### config.mk
export PLATFORM = sky130hd
export DESIGN_NAME = first_fit_interval_track_assigner_flat
export DESIGN_NICKNAME = d
export VERILOG_FILES = /design/src/hw/rtl/ffita_pkg.sv /design/src/hw/rtl/ffita_if.sv /design/src/hw/rtl/ffita_tracks.sv /design/src/hw/rtl/ffita_select.sv /design/src/hw/rtl/first_fit_interval_track_assigner.sv /design/src/flat_wrapper.sv
export SDC_FILE = /design/constraint.sdc
export NUM_CORES = 1
export LEC_CHECK = 0
export ABC_AREA = 1
export BUFFER_PORTS_ARGS = -buffer_cell sky130_fd_sc_hd__buf_2
export CAP_MARGIN = 0
export CORE_ASPECT_RATIO = 0.7
export CORE_UTILIZATION = 60
export CTS_CLUSTER_DIAMETER = 30
export DETAILED_ROUTE_END_ITERATION = 16
export PLACE_DENSITY = 0.87
export SYNTH_ARGS = -nofsm -noshare
export SYNTH_HDL_FRONTEND = slang
export SYNTH_SLANG_ARGS = --single-unit
### constraint.sdc
create_clock -name clk -period 6.1 [get_ports clk]
set_clock_uncertainty 0.15 [all_clocks]
set_input_delay 1.22 -clock clk [delete_from_list [all_inputs] [get_ports clk]]
set_output_delay 1.22 -clock clk [all_outputs]
set_load 0.02 [all_outputs]
### src/hw/rtl/ffita_pkg.sv
// Shared types and constants for the first-fit interval track assigner.
package ffita_pkg;

  localparam int NUM_TRACKS = 5;
  localparam int PREF_SLOTS = 5;
  localparam int IDX_W      = 3;
  localparam int FIT_SPAN   = 1 << IDX_W;
  localparam int TIME_W     = 16;
  localparam int COUNT_W    = 3;

  typedef logic [TIME_W-1:0] time_t;
  typedef logic [IDX_W-1:0]  idx_t;

  typedef enum logic {
    CMD_PLACE = 1'b0,
    CMD_CLEAR = 1'b1
  } cmd_t;

  typedef struct packed {
    logic               command;
    time_t              start_time;
    time_t              finish_time;
    logic [COUNT_W-1:0] pref_count;
    idx_t               pref_first;
    idx_t               pref_second;
    idx_t               pref_third;
    idx_t               pref_fourth;
    idx_t               pref_fifth;
  } req_item_t;

  typedef struct packed {
    logic placed;
    idx_t track_index;
  } rsp_item_t;

  typedef struct packed {
    logic  found;
    idx_t  idx;
  } sel_t;

  typedef struct packed {
    logic  clr;
    logic  we;
    idx_t  idx;
    time_t finish;
  } track_upd_t;

endpackage

### src/hw/rtl/ffita_if.sv
// Valid/ready channel interfaces for request and response beats.
interface ffita_req_if
  import ffita_pkg::*;
();
  logic      valid;
  logic      ready;
  req_item_t data;

  modport source (output valid, output data, input ready);
  modport sink   (input valid, input data, output ready);
endinterface

interface ffita_rsp_if
  import ffita_pkg::*;
();
  logic      valid;
  logic      ready;
  rsp_item_t data;

  modport source (output valid, output data, input ready);
  modport sink   (input valid, input data, output ready);
endinterface

### src/hw/rtl/ffita_tracks.sv
// Per-track occupancy and last-finish registers.
module ffita_tracks
  import ffita_pkg::*;
(
  input  logic                  clk,
  input  logic                  rst,
  input  track_upd_t            upd,
  output logic [NUM_TRACKS-1:0] used,
  output time_t                 last [NUM_TRACKS]
);

  always_ff @(posedge clk) begin
    if (rst || upd.clr) begin
      used <= '0;
    end else if (upd.we) begin
      for (int t = 0; t < NUM_TRACKS; t++) begin
        if (upd.idx == IDX_W'(t)) begin
          used[t] <= 1'b1;
        end
      end
    end
  end

  // last finish is don't-care while a track is unused
  always_ff @(posedge clk) begin
    if (upd.we) begin
      for (int t = 0; t < NUM_TRACKS; t++) begin
        if (upd.idx == IDX_W'(t)) begin
          last[t] <= upd.finish;
        end
      end
    end
  end

endmodule

### src/hw/rtl/ffita_select.sv
// Fit test per track and preference-then-first-fit priority pick.
module ffita_select
  import ffita_pkg::*;
(
  input  req_item_t             item,
  input  logic [NUM_TRACKS-1:0] used,
  input  time_t                 last [NUM_TRACKS],
  output sel_t                  sel
);

  logic [FIT_SPAN-1:0] fits;
  idx_t                pref [PREF_SLOTS];
  logic                pref_hit;
  idx_t                pref_idx;
  logic                ff_hit;
  idx_t                ff_idx;

  assign pref[0] = item.pref_first;
  assign pref[1] = item.pref_second;
  assign pref[2] = item.pref_third;
  assign pref[3] = item.pref_fourth;
  assign pref[4] = item.pref_fifth;

  // entries at or above NUM_TRACKS stay zero, so bad preferences never fit
  always_comb begin
    fits = '0;
    for (int t = 0; t < NUM_TRACKS; t++) begin
      fits[t] = !used[t] || (last[t] < item.start_time);
    end
  end

  // count above the slot number simply enables every slot
  always_comb begin
    pref_hit = 1'b0;
    pref_idx = '0;
    for (int k = PREF_SLOTS - 1; k >= 0; k--) begin
      if ((COUNT_W'(k) < item.pref_count) && fits[pref[k]]) begin
        pref_hit = 1'b1;
        pref_idx = pref[k];
      end
    end
  end

  always_comb begin
    ff_hit = 1'b0;
    ff_idx = '0;
    for (int t = NUM_TRACKS - 1; t >= 0; t--) begin
      if (fits[t]) begin
        ff_hit = 1'b1;
        ff_idx = IDX_W'(t);
      end
    end
  end

  always_comb begin
    sel.found = pref_hit || ff_hit;
    sel.idx   = pref_hit ? pref_idx : ff_idx;
  end

endmodule

### src/hw/rtl/first_fit_interval_track_assigner.sv
// Top level of the first-fit interval track assigner.
//
// Takes one request beat per cycle on req and returns one response beat on
// rsp for every place command; a clear command empties all tracks and gives
// no response. A request is captured in an input register, and from there
// the fit test of all tracks, the preference-then-first-fit pick and the
// track update all happen together, so the following request already sees
// the updated tracks; the result of a place command goes to the response
// register. The rate of one request per cycle holds while rsp does not
// stall. The single response register decouples the sides; when rsp
// stalls, the pending request waits in the input register and req.ready
// drops only once that register is also full. A track fits when it is empty
// or its last finish is strictly below the new start; preferred tracks are
// tried in list order, then all tracks from index 0. A spilled interval
// reports placed = 0 and track_index = 0 and leaves the tracks unchanged.
module first_fit_interval_track_assigner
  import ffita_pkg::*;
(
  input logic         clk,
  input logic         rst,
  ffita_req_if.sink   req,
  ffita_rsp_if.source rsp
);

  // input register
  logic      s1_valid;
  req_item_t s1_item;

  logic                  is_clear;
  logic                  fire;
  sel_t                  sel;
  track_upd_t            upd;
  logic [NUM_TRACKS-1:0] used;
  time_t                 last [NUM_TRACKS];

  assign is_clear = (s1_item.command == CMD_CLEAR);

  // clear beats produce nothing, so they never wait on rsp
  assign fire      = s1_valid && (is_clear || !rsp.valid || rsp.ready);
  assign req.ready = !s1_valid || fire;

  always_ff @(posedge clk) begin
    if (rst) begin
      s1_valid <= 1'b0;
    end else if (req.ready) begin
      s1_valid <= req.valid;
    end
  end

  always_ff @(posedge clk) begin
    if (req.valid && req.ready) begin
      s1_item <= req.data;
    end
  end

  ffita_select u_select (
    .item (s1_item),
    .used (used),
    .last (last),
    .sel  (sel)
  );

  always_comb begin
    upd.clr    = fire && is_clear;
    upd.we     = fire && !is_clear && sel.found;
    upd.idx    = sel.idx;
    upd.finish = s1_item.finish_time;
  end

  ffita_tracks u_tracks (
    .clk  (clk),
    .rst  (rst),
    .upd  (upd),
    .used (used),
    .last (last)
  );

  // response register
  always_ff @(posedge clk) begin
    if (rst) begin
      rsp.valid <= 1'b0;
    end else if (fire && !is_clear) begin
      rsp.valid <= 1'b1;
    end else if (rsp.ready) begin
      rsp.valid <= 1'b0;
    end
  end

  always_ff @(posedge clk) begin
    if (fire && !is_clear) begin
      rsp.data.placed      <= sel.found;
      rsp.data.track_index <= sel.found ? sel.idx : '0;
    end
  end

`ifndef SYNTHESIS
  a_idx_range: assert property (@(posedge clk) disable iff (rst)
    rsp.valid && rsp.data.placed |-> rsp.data.track_index < IDX_W'(NUM_TRACKS))
    else $error("placed beat names a track out of range");

  a_spill_zero: assert property (@(posedge clk) disable iff (rst)
    rsp.valid && !rsp.data.placed |-> rsp.data.track_index == '0)
    else $error("spilled beat carries a nonzero track index");

  a_clear_empties: assert property (@(posedge clk) disable iff (rst)
    fire && is_clear |=> used == '0)
    else $error("tracks not empty after clear");

  a_place_responds: assert property (@(posedge clk) disable iff (rst)
    fire && !is_clear |=> rsp.valid)
    else $error("place beat produced no response");

  a_place_marks: assert property (@(posedge clk) disable iff (rst)
    upd.we |=> used != '0)
    else $error("placement left all tracks empty");
`endif

endmodule
### src/flat_wrapper.sv
// flat-port wrapper written by rule: the top's interface ports become plain ports
module first_fit_interval_track_assigner_flat import ffita_pkg::*;
  (clk, rst, req_valid, req_data, req_ready, rsp_valid, rsp_data, rsp_ready);
  ffita_req_if req_i ();
  ffita_rsp_if rsp_i ();
  input logic clk;
  input logic rst;
  input wire logic [$bits(req_i.valid)-1:0] req_valid;
  input wire logic [$bits(req_i.data)-1:0] req_data;
  output wire logic [$bits(req_i.ready)-1:0] req_ready;
  output wire logic [$bits(rsp_i.valid)-1:0] rsp_valid;
  output wire logic [$bits(rsp_i.data)-1:0] rsp_data;
  input wire logic [$bits(rsp_i.ready)-1:0] rsp_ready;
  assign req_i.valid = req_valid;
  assign req_i.data = req_data;
  assign req_ready = req_i.ready;
  assign rsp_valid = rsp_i.valid;
  assign rsp_data = rsp_i.data;
  assign rsp_i.ready = rsp_ready;
  first_fit_interval_track_assigner u_core (.clk(clk), .rst(rst), .req(req_i), .rsp(rsp_i));
endmodule
# --- After elaboration in Yosys (flattened, before gate mapping) ---
# Cells that the tools add are included.
totals:
  mem_count: 0
  input_bits: 55
  ramBits: 0
  regBits: 142
  rom_bits: 0
  latchBits: 0
classes:
  magnitude_cmp: 15
  div: 0
  n_shift: 0
  n_bitwise: 0
  mux: 33
  reduce_logical: 35
  n_mul: 0
  n_eq_ne: 4
  addsub: 0
op_table:
  columns: ["cell", "count"]
  rows:
  - ["$lt 16x16->1", 5]
  - ["$mux 3", 11]
  - ["$lt 3x4->1 const B", 5]
  - ["$mux 1", 17]
  - ["$bmux 1 s3", 5]
  - ["$logic_and 1x1->1", 10]
  - ["$logic_or 1x1->1", 10]
  - ["$reduce_and 2->1", 5]
  - ["$logic_not 1->1", 8]
  - ["$eq 3x2->1 const B", 2]
  - ["$lt 1x3->1 const A", 2]
  - ["$lt 2x3->1 const A", 2]
  - ["$eq 3x1->1 const B", 1]
  - ["$eq 3x3->1 const B", 1]
  - ["$logic_not 3->1", 1]
  - ["$lt 3x3->1 const A", 1]
  - ["$reduce_bool 2->1", 1]

# --- Logic depth before layout (Yosys ltp) ---
logic_depth:
  ltp_word: 13
  mapped_depth: 26
  mapped_depth_nobuf: 26

# --- Modules after synthesis ---
# A second synthesis with hierarchy kept.
hier_totals:
  cells_unflattened: 602
  area_unflattened_um2: 6895.4
by_module_without_submodules:
  columns: ["module", "instances", "seq_area_each_um2", "area_per_inst_um2", "cells_each"]
  rows:
  - ["ffita_tracks", 1, 2502.4, 2633.8, 117]
  - ["ffita_select", 1, 0.0, 2472.4, 404]
  - ["first_fit_interval_track_assigner", 1, 1691.6, 1789.2, 81]

# --- Least setup slack after synthesis ---
# OpenSTA, ideal clock, no wires.
synth_path:
  path_type: "input-to-reg"
  start: "in rsp_ready"
  end: "reg u_core.s1_item (netlist bit u_core.is_clear) (enable)"
  arrival_time_ns: 3.522
  stages: 4
  setup_ns: 0.461
  required_time_ns: 5.489
  slack_ns: 1.967
  path_cell_list: "nor2_1 inv_1 nor2_1 nor2_1"
synth_between:
  elab_chain_len: 4
synth_rtl:
  columns: ["item", "line_no", "source"]
  rows:
  - ["start, declared", "flat_wrapper.sv:13", "input wire logic [$bits(rsp_i.ready)-1:0] rsp_ready;"]
  - ["$logic_or 1x1->1", "first_fit_interval_track_assigner.sv:39", "assign fire = s1_valid && (is_clear || !rsp.valid || rsp.ready);"]
  - ["$logic_and 1x1->1", "first_fit_interval_track_assigner.sv:39", null]
  - ["$logic_or 1x1->1", "first_fit_interval_track_assigner.sv:40", "assign req.ready = !s1_valid || fire;"]
  - ["$logic_and 1x1->1", "first_fit_interval_track_assigner.sv:51", "if (req.valid && req.ready) begin"]
  - ["end signal, assigned", "first_fit_interval_track_assigner.sv:52", "s1_item <= req.data;"]
  - ["end, declared", "first_fit_interval_track_assigner.sv:27", "req_item_t s1_item;"]
# No other way between the ends.
# A chain may end at the register's enable or synchronous reset.

# --- Final worst setup path ---
layout_path:
  start: "reg u_core.s1_item[49] in the netlist's numbering"
  end: "reg u_core.u_tracks.last[17] in the netlist's numbering (enable)"
layout_between:
  elab_chain_len: 13
  word_cells_on_any_way: 50
layout_rtl:
  columns: ["item", "line_no", "source"]
  rows:
  - ["$lt 16x16->1", "ffita_select.sv:28", "fits[t] = !used[t] || (last[t] < item.start_time);"]
  - ["$logic_or 1x1->1", "ffita_select.sv:28", null]
  - ["$bmux 1 s3", "ffita_select.sv:37", "if ((COUNT_W'(k) < item.pref_count) && fits[pref[k]]) begin"]
  - ["$mux 1 (not written as such)", "ffita_select.sv:37", null]
  - ["$logic_and 1x1->1", "ffita_select.sv:37", null]
  - ["$mux 3 or $mux 1 (tied branches) (5 in series)", "ffita_select.sv:37", null]
  - ["$mux 3 or $logic_or 1x1->1 (tied branches)", "ffita_select.sv:57, ffita_select.sv:56", null]
  - ["$eq 3x2->1 or $logic_and 1x1->1 (tied branches)", "ffita_tracks.sv:28, first_fit_interval_track_assigner.sv:65", null]
  - ["$reduce_and 2->1 (no line) *", null, null]
  - ["end signal, assigned by index", "ffita_tracks.sv:29", "last[t] <= upd.finish;"]
  - ["end, declared", "ffita_tracks.sv:9", "output time_t last [NUM_TRACKS]"]
# Every way passes the cells marked *; elsewhere a longest branch is shown, timed or not. The select of a mux whose other input is x is not followed.

==> metrics.txt <==
status completed; yosys synthesis warning count 0; Ports between 60 and 70; Pleak between 0.003 and 0.004 uW; initial antenna violation count 0; share of the yosys chip area belonging to registers between 60% and 70%; Crit-path slowest cell inv_1; slew at the pin closest to its max-slew limit about 0.82 ns; antenna cells 0; GP Congestion slightly below 0.9; H-tree depth 4; area growth from synthesis to layout 15.5%; detailed placer's ending HPWL 10,500 microns; Yosys cell types 28; Layout Cells excl Fill 840; # DRC 0; startpoint class of the critical path register; worst setup path class reg2reg; Die W around 130 microns; Syn Std Cell Area just under 7000 sq um; crit share post-route ~67%; cells after synthesis ~600; Hold Path Class reg2reg; Final Hold Violating Endpoints 0; syn avg cell area around 12 sq um; Die Area about 12,000 sq um; Slew Limit Fails 0; CTS Sinks between 100 and 150; num rows 32; CP delay by family, top simple AND/OR/NAND/NOR gates; Final setup viols 0; Placed Cells ~800; ys async rst share 0%; CP Buf/Inv Count 4; cell mode on critical path inv_1; # resized after CTS 0; number of global-route vias before repair roughly 4,700; CP arrival ~4.0 ns; Total Neg Setup Slack 0 ns; syn_nets about 730; drt pass-1 iters 5; unrepaired setup endpoints after global routing false; post-route ant nets 0; global-route wire length before repair 23,500 microns; PortBufs 60; GRT overflow 0; Data required, critical path around 6 ns; clock tree root buffer cell clkbuf_16; f_max between 200 and 250 MHz; Num CTS Buffers 17; largest net degree at the start of global routing between 50 and 60; Initial Util between 60% and 70%; max_cap viols 0; Initial DRC Count roughly 500; Clock Tree Buf Depth 2; setup bufs post-CTS 0; routed wire length between 10,000 and 15,000 microns; Fin Hold WS 0.381 ns; post-layout min period a little over 4 ns; CTS tree yes; fraction of layout cells with a size suffix above 1 between 10% and 20%; GR Util All Layers 27.1%; Core Region 11,100 sq um; slowest stage delay, CP 0.55 ns; Power Dens Cells 291 nW/um^2; Synth Register Bits ~140; Hold-fix buffers, CTS 0; Cell Chain, Critical Path inv_1 -> ha_1 -> nand4_1 -> a21oi_1 -> nor2_1 -> nand2_2 -> nand2_2 -> clkinv_2 -> nand2_1 -> nand3_1 -> nand3_2 -> nand2_4 -> nand2_4 -> nor3_1 -> inv_1 -> nand2_1 -> nand3_1 -> inv_1; Post-synth EDFFs roughly 140; endpoint class of the critical path register; WL/cell about 18 microns; Most used DFF post-synth edfxtp_1; maximum vdd drop 248 uV; clock latency on the worst-skew pair ~0.42 ns; Reg clk slew, reported paths around 0.060 ns; via count 4,722; Die Y roughly 92 microns; slew margin rel. a little under half; crit path max fanout 16; Nets roughly 800; vias per cell 5.62
## per-stage QoR
| step | util, % | instance area, sq um | power, uW | setup slack (ns) |
|---|---|---|---|---|
| 2_1_floorplan | - | 6880 | 1270 | 1.97 |
| 3_3_place_gp | 66.6 | 7390 | 1320 | 2.32 |
| 3_5_place_dp | 66.6 | 7390 | 1340 | 2.20 |
| 4_1_cts | 71.7 | 7950 | 2320 | 2.18 |
| 5_1_grt | 71.7 | 7950 | 2390 | 1.88 |
| 6_report | 71.7 | 7950 | 2320 | 2.02 |
## cells by family (layout without fill, tap and decap cells)
group                    Yosys count  in the layout  synth area share [%]
flip-flops                       142            142                  60.9
adder cells (fa/ha/maj)           75             75                  13.6
buffers and inverters             85            177                  4.65
AND/OR/NAND/NOR                  228            228                  15.3
AO/OA/AOI/OAI                     65             65                  5.47
## metal layers
layer / track usage (%) / vias up / wire length (microns)
met3: 7.18 / 29 / 1360
met2: 41.3 / 255 / 6620
met4: 9.21 / 0 / 243
li1: - / 2221 / -
met1: 37.8 / 2217 / 6550
met5: 0 / - / 0
## report_power, final
| group | switching (uW) | internal, uW | leakage (uW) |
|---|---|---|---|
| Sequential | 22.9 | 1110 | 0.00131 |
| Clock | 427 | 566 | 0.000269 |
| Combinational | 124 | 68.6 | 0.00196 |
| Total | 574 | 1740 | 0.00355 |
## state kept, by name, indices dropped and copies added (netlist names)
register              flops
u_core.u_tracks.used      5
u_core.u_tracks.last     80
u_core.is_clear           1
u_core.rsp.data           4
u_core.s1_item           50
u_core.rsp.valid          1
u_core.s1_valid           1
## Yosys cell counts (3+ instances only)
| cell type | instances | share of area, % |
|---|---|---|
| nand3_1 | 36 | 2.6 |
| o21ai_0 | 11 | 0.80 |
| nand4_1 | 3 | 0.27 |
| nand2_2 | 13 | 1.2 |
| a21oi_1 | 45 | 3.3 |
| nor2_1 | 29 | 1.6 |
| a21oi_2 | 3 | 0.38 |
| dfxtp_1 | 7 | 2.0 |
| nand2_1 | 122 | 6.7 |
| ha_1 | 75 | 14 |
| nand2_4 | 4 | 0.65 |
| inv_2 | 3 | 0.16 |
| inv_1 | 81 | 4.4 |
| edfxtp_1 | 135 | 59 |
| nor3_1 | 12 | 0.87 |
## cell type report
type | count | area, sq um
fillers | 720 | 3140
flip-flops and latches | 142 | 4190
multi-input cells | 368 | 2380
well taps | 153 | 191
repair buffers | 61 | 308
clock buffers | 17 | 425
inverters | 85 | 320
clock inverters | 14 | 135
## worst register-to-register path: stages (launching register included)
cell	delay [ns]
edfxtp_1	0.33
inv_1	0.10
ha_1	0.35
nand4_1	0.27
a21oi_1	0.35
nor2_1	0.09
nand2_2	0.11
nand2_2	0.11
clkinv_2	0.11
nand2_1	0.06
nand3_1	0.08
nand3_2	0.09
nand2_4	0.12
nand2_4	0.08
nor3_1	0.34
inv_1	0.10
nand2_1	0.17
nand3_1	0.14
inv_1	0.55
## final timing paths
check             slack [ns]                     from  depth (start not counted)                  endpoint
hold reg to reg         0.38  u_core.u_tracks.used[3]                          2   u_core.u_tracks.used[3]
hold / removal          0.38  u_core.u_tracks.used[3]                          2   u_core.u_tracks.used[3]
setup / recovery        2.02       u_core.s1_item[49]                         18  u_core.u_tracks.last[17]
setup reg to reg        2.02       u_core.s1_item[49]                         18  u_core.u_tracks.last[17]
## placed cells by master, fill, tap and decap left out, types with 2 or more instances in the layout
cell type   Yosys  final
a21o_1          2      2
a21oi_1        45     45
a21oi_2         3      3
buf_2           0     60
clkbuf_16       0     17
clkinv_2        1      3
clkinv_4        0      2
clkinvlp_4      0      3
dfxtp_1         7      7
edfxtp_1      135    135
ha_1           75     75
inv_1          81     81
inv_2           3      3
inv_6           0      5
nand2_1       122    122
nand2_2        13     13
nand2_4         4      4
nand3_1        36     36
nand3_2         2      2
nand3b_1        2      2
nand4_1         3      3
nor2_1         29     28
nor2_4          1      2
nor3_1         12     12
o21ai_0        11     11
Power figures use the tool's default switching activity.
